==> src/rtl/core/assert_macros.svh <==
// Assertion macros shared by the point cloud core.
// Included by modules that carry concurrent assertions.
`ifndef ASSERT_MACROS_SVH
`define ASSERT_MACROS_SVH
// Implication checked on every clock edge outside reset.
`define ASSERT_IMPL(label, clk, rstn, prop, msg) \
  label: assert property (@(posedge clk) disable iff (!rstn) (prop)) else $error(msg);
// Property that must also hold while reset is asserted.
`define ASSERT_ALWAYS(label, clk, prop, msg) \
  label: assert property (@(posedge clk) (prop)) else $error(msg);
`endif

==> src/rtl/core/d2pc_pkg.sv <==
// Types and constants of the depth to point cloud core.
// No dependencies.
package d2pc_pkg;
  localparam int unsigned MaxWidth  = 4096;
  localparam int unsigned MaxHeight = 4096;
  localparam int unsigned DivBits   = 72;
  localparam int unsigned DenBits   = 50;
  localparam int unsigned QuoBits   = 31;
  localparam int unsigned DivSteps  = 4;
  localparam int unsigned DivStages = DivBits / DivSteps;
  localparam logic [30:0] QCap      = 31'h4000_0000;
  localparam logic [24:0] OneQ24    = 25'h100_0000;

  typedef enum logic [2:0] {
    RegNear   = 3'd0,
    RegFar    = 3'd1,
    RegFocal  = 3'd2,
    RegWidth  = 3'd3,
    RegHeight = 3'd4,
    RegColour = 3'd5
  } reg_idx_e;

  typedef struct packed {
    logic [23:0] near_plane;
    logic [23:0] far_plane;
    logic [23:0] focal_length;
    logic [12:0] image_width;
    logic [12:0] image_height;
    logic        colored_mode;
  } cfg_t;

  // Side payload that travels next to the arithmetic.
  typedef struct packed {
    logic signed [13:0] col_off;
    logic signed [13:0] row_off;
    logic [7:0]         red;
    logic [7:0]         green;
    logic [7:0]         blue;
  } side_t;

  // One restoring division step: shift in a bit, subtract if possible.
  typedef struct packed {
    logic [DenBits:0]   rem;
    logic [QuoBits-1:0] quo;
  } div_st_t;

  // With cap set the quotient is capped at 2^30; without it only the low
  // quotient bits are kept.
  function automatic div_st_t div_step(div_st_t s, logic b, logic [DenBits-1:0] dv,
                                       logic cap);
    div_st_t            r;
    logic [DenBits+1:0] sh;
    logic [QuoBits:0]   q;
    sh = {s.rem, b};
    q  = {s.quo, 1'b0};
    if (sh >= {2'b00, dv}) begin
      sh = sh - {2'b00, dv};
      q[0] = 1'b1;
    end
    if (cap && (q > {1'b0, QCap})) begin
      q = {1'b0, QCap};
    end
    r.rem = sh[DenBits:0];
    r.quo = q[QuoBits-1:0];
    return r;
  endfunction
endpackage

==> src/rtl/core/d2pc_cfg.sv <==
// Configuration register bank of the point cloud core.
// Depends on d2pc_pkg.
module d2pc_cfg (
  input  logic               clk_i,
  input  logic               rst_ni,
  input  logic               cfg_we_i,
  input  logic [2:0]         cfg_idx_i,
  input  logic [23:0]        cfg_data_i,
  output d2pc_pkg::cfg_t     cfg_o
);
  import d2pc_pkg::*;

  cfg_t cfg_q, cfg_d;

  // Decode the register index; unknown indexes are ignored.
  always_comb begin
    cfg_d = cfg_q;
    if (cfg_we_i) begin
      case (reg_idx_e'(cfg_idx_i))
        RegNear:   cfg_d.near_plane   = cfg_data_i;
        RegFar:    cfg_d.far_plane    = cfg_data_i;
        RegFocal:  cfg_d.focal_length = cfg_data_i;
        RegWidth:  cfg_d.image_width  = cfg_data_i[12:0];
        RegHeight: cfg_d.image_height = cfg_data_i[12:0];
        RegColour: cfg_d.colored_mode = cfg_data_i[0];
        default:   cfg_d = cfg_q;
      endcase
    end
  end

  always_ff @(posedge clk_i or negedge rst_ni) begin
    if (!rst_ni) begin
      cfg_q.near_plane   <= 24'd6554;
      cfg_q.far_plane    <= 24'd655360;
      cfg_q.focal_length <= 24'd128000;
      cfg_q.image_width  <= 13'd640;
      cfg_q.image_height <= 13'd480;
      cfg_q.colored_mode <= 1'b0;
    end else begin
      cfg_q <= cfg_d;
    end
  end

  assign cfg_o = cfg_q;
endmodule

==> config.mk <==
export PLATFORM = sky130hd
export DESIGN_NAME = d2pc_cfg
export DESIGN_NICKNAME = d
export VERILOG_FILES = /design/src/rtl/core/assert_macros.svh /design/src/rtl/core/d2pc_pkg.sv /design/src/rtl/core/d2pc_cfg.sv
export SDC_FILE = /design/constraint.sdc
export NUM_CORES = 1
export LEC_CHECK = 0
export ABC_CLOCK_PERIOD_IN_PS = 800
export BUFFER_PORTS_ARGS = -buffer_cell sky130_fd_sc_hd__buf_2
export CORE_MARGIN = 1.5
export CORE_UTILIZATION = 40
export CTS_BUF_LIST = sky130_fd_sc_hd__clkbuf_2 sky130_fd_sc_hd__clkbuf_4 sky130_fd_sc_hd__clkbuf_8
export DETAILED_ROUTE_END_ITERATION = 6
export PLACE_DENSITY_LB_ADDON = 0.08
export REMOVE_ABC_BUFFERS = 1
export SLEW_MARGIN = 20
export SYNTH_ARGS = -nofsm -noshare
export SYNTH_HDL_FRONTEND = slang
export SYNTH_SLANG_ARGS = --single-unit
==> constraint.sdc <==
create_clock -name clk_i -period 0.8 [get_ports clk_i]
set_input_delay 0.04 -clock clk_i [delete_from_list [all_inputs] [get_ports clk_i]]
set_output_delay 0.04 -clock clk_i [all_outputs]
set_load 0.01 [all_outputs]
### Yosys cells after proc, flatten, opt, wreduce, memory -nomap -nowiden

Cells that the tools add are included.

* flip-flop bits (word level): 99
* bits in latches: 0
* bits in writable memories: 0
* ROM bits: 0
* input bits: 30
* output and inout bits: 99
* word-level logic and storage cells: 18
* memories kept: 0

* $add $sub $neg: 0
* multiply operators: 0
* div/mod/pow operators: 0
* magnitude comparators: 0
* equality and inequality tests: 5
* shifts and indexed selects: 0
* multiplexer cells: 0
* bitwise operators: 0
* reduce and logical (&&, ||, !) cells: 7

Operators by type and width (count)
* $reduce_and A2 Y1: 6
* $eq A3 B2 Y1 const B: 2
* $eq A3 B3 Y1 const B: 2
* $eq A3 B1 Y1 const B: 1
* $logic_not A3 Y1: 1

### Depth between registers and ports, before layout

* word-level depth: 2
* gate-level depth with buffers: 4
* depth with buffers taken out: 2

### Worst setup path before layout

Ideal clock, no wire load.

* path kind: in2reg
* from: input port cfg_idx_i[1]
* to: register cfg_q, in the netlist cfg_o[77]
* library setup time: 125 ps
* data arrival time: 1012 ps
* setup slack: -337 ps
* stages on the path: 3
* path buffers: 1
* cell sequence: nor4b_4 > buf_4 > mux2_2

* longest elaborated chain between the ends: 2

RTL lines
* from (decl): line d2pc_cfg.sv:7 `input logic [2:0] cfg_idx_i,`
* $logic_not A3 Y1: line d2pc_cfg.sv:19 `case (reg_idx_e'(cfg_idx_i))`
* $reduce_and A2 Y1 (no line)
* to (signal assigned): line d2pc_cfg.sv:40 `cfg_q <= cfg_d;`
* to (decl): line d2pc_cfg.sv:13 `cfg_t cfg_q, cfg_d;`

No other way between the ends.
A chain may end at the register's enable or synchronous reset.

### Worst setup path after layout

* from: register cfg_q, in the netlist cfg_o[39]
* to: output port cfg_o[39] (netlist name)

RTL lines
* to (decl): line d2pc_cfg.sv:9 `output d2pc_pkg::cfg_t cfg_o`

No word-level cell between the ends.

==> flow_summary.yaml <==
power:
  p_leak_nw: 2.820
  combPwrFrac_pct: 30.3
  p_int_mw: 11.03
  ir_worst_vdd_mv: 1.283
  p_per_area_nw_per_um2: 2525
  netSwitchingPower_mw: 4.035
  p_clk_share_pct: 23.6
  power.total_mw: 15.07
  swShare_pct: 26.78
  p_seq_share_pct: 46.1
yosys:
  syn-cell-area_um2: 3801
  synth_seq_cells: 99
  yosysUniqueCellTypes: 11
  synth-edff-count: 0
  syn_inst: 214
  yosysMostFrequentCell: "mux2_2"
  synth_ff_type: "dfrtp_1"
  synth_area_leaders: "dfrtp_1 51%, mux2_2 28%, dfstp_2 15%"
  synth_top_area_share_pct: 51.35
  ys_async_sr_fraction_pct: 100.0
  ys_warn_count: 0
  seq_area_frac_synth_pct: 65.87
  synthTopCellsByCount: "96 x mux2_2, 78 x dfrtp_1, 21 x dfstp_2"
  syn_avg_cell_area_um2: 17.76
  synth_top_area_cell: "dfrtp_1"
global_routing:
  grt_max_degree: 23
  antenna_found_initial: 0
  grt_pass1_wl_um: 14060
  track_usage_pct: 18.64
  gr-total-overflow: 0
  grt_pass1_vias: 2641
floorplan:
  boundaryPins: 129
  core-area_um2: 9240
  initial_utilization_pct: 41.14
  die_height_um: 100.5
  die_width_um: 100.5
  die_area_um2: 10100
  row_count: 35
setup_path:
  worstPathArrival_ps: 1020
  start_kind: "register"
  crit_fanout: 2
  worst-path-buf-inv: 1
  max_stage_delay_ps: 560
  crit_chain: "buf_6"
  critical-path-top-delay-family: "flip-flops"
  path_class: "register to output pin"
  critPathCaptureType: "output pin"
  required_ps: 760
  cp_slowest_cell: "dfstp_2"
route:
  drt_first_pass_iters: 4
  drt_iter0_markers: 41
  drtAntennaViolNets: 0
  vias_per_cell: 4.735
  routed_wl_um: 9456
  vias: 2576
  routedWlPerCell_um: 17.38
  drc: 0
clock_network:
  cts_tree: "yes"
  cts_sinks: 99
  cts.clk_slew.worst_paths_ps: 100
  clk_latency_ps: 340
  clockBufferDepth: 2
  cts_max_level: 3
  numCtsBuffers: 9
  cts-root-buf: "clkbuf_8"
timing:
  tightest_slew_ps: 342.0
  max_slew_margin_pct: 77.20
  timing.fmax_ghz: 0.9412
  skew_ps: 0
  layout_setup_ws_ps: -262.5
  min_period_over_period_pct: 132.8
  rsz0062_at_grt: "true"
  finalSetupViolations: 151
  hold_viol_final: 0
  maxSlewViolCount: 0
  hold_ws_ps: 13.73
  finalSetupTns_ps: -17040
  period_minus_slack_ps: 1062
layout:
  multi_input_comb_area_um2: 1378
  fin_nets: 440
  drive_gt1_share_pct: 74.94
  largest_reg_flops: 99
  diodes: 0
  nFillCells: 698
  regArea_um2: 2504
  syn2layout_area_growth_pct: 56.98
worst_hold_path:
  hold_path_class: "input port to register"
status:
  violations: "negative setup slack"
  outcome: "complete, but fails checks"
place:
  numPortBuffers: 128
  gp_congestion: 0.6945
  hpwl_um: 5727
run:
  maxCapViolCount: 0
## stage by stage
step / cell area, um^2 / instances / utilization (%) / worst slack, ps
after global routing: 5967 / 544 / 64.58 / -315.2
after global placement: 4750 / 478 / 51.40 / -410.9
after floorplan: 3705 / 204 / - / -695.9
after detailed placement: 4750 / 478 / 51.40 / -428.1
after CTS: 5644 / 530 / 61.08 / -277.7
final: 5967 / 544 / 64.58 / -262.5
## cells in the final DEF (no fill, tap or decap), drive strengths merged
cell	synthesis	routed
dlygate4sd3	0	24
dfstp	21	21
and4bb	3	3
nand4b	2	2
mux2	99	99
clkinvlp	0	1
nor4b	1	1
clkinv	0	1
dfrtp	78	78
clkbuf	0	14
buf	10	169
bufinv	0	2
## area by class of cell
| type | count | share of cell area, % |
|---|---|---|
| Timing Repair Buffer | 195 | 28.52 |
| Sequential cell | 99 | 41.96 |
| Multi-Input combinational cell | 105 | 23.09 |
| Clock buffer | 12 | 2.453 |
| Clock inverter | 4 | 1.279 |
| Tap cell | 129 | 2.705 |
## kinds of logic (layout without fill, tap and decap cells)
logic type / after synthesis / in the layout / synth area share [%]
flops: 99 / 99 / 65.87
mux: 99 / 99 / 29.53
simple gates: 6 / 6 / 2.074
buf+inv: 10 / 211 / 2.535
## power groups by stage
stage / Clock [mW] / Sequential [mW] / Combinational, mW
5_1_grt: 3.90 / 7.09 / 4.89
2_1_floorplan: 0 / 7.43 / 1.05
4_1_cts: 3.66 / 6.90 / 4.05
6_report: 3.56 / 6.95 / 4.56
3_5_place_dp: 0 / 6.89 / 3.30
3_3_place_gp: 0 / 6.85 / 3.25
## metal layers
layer / share of wire, % / GRT usage [%]
met1: 46 / 24.21
met2: 49 / 30.93
met3: 4.2 / 3.953
met4: 1.6 / 6.934
met5: 0 / 0
## worst paths after layout
path                                          to  slack (ps)                   from  cells past startpoint
max in group asynchronous  cfg_o[43]$_DFFE_PN1P_         150                 rst_ni                      3
hold / removal             cfg_o[51]$_DFFE_PN0P_          10          cfg_data_i[0]                      2
setup reg to reg           cfg_o[77]$_DFFE_PN0P_        -100  cfg_o[77]$_DFFE_PN0P_                      2
min in group asynchronous  cfg_o[56]$_DFFE_PN0P_         130                 rst_ni                      2
setup / recovery                       cfg_o[39]        -260  cfg_o[39]$_DFFE_PN1P_                      1
hold reg to reg             cfg_o[5]$_DFFE_PN0P_         510   cfg_o[5]$_DFFE_PN0P_                      1
## what timing repair did
| item | CTS | global route |
|---|---|---|
| hold buffers | 24 | 0 |
| pin swaps | 1 | 2 |
| setup buffers | 9 | 13 |
| resized for setup | 60 | 50 |
| endpoints found under the setup margin | 150 | 132 |
| gates cloned | 3 | 2 |
| endpoints found under the hold margin | 174 | 0 |
No activity file was read; power rests on OpenSTA's default activity.
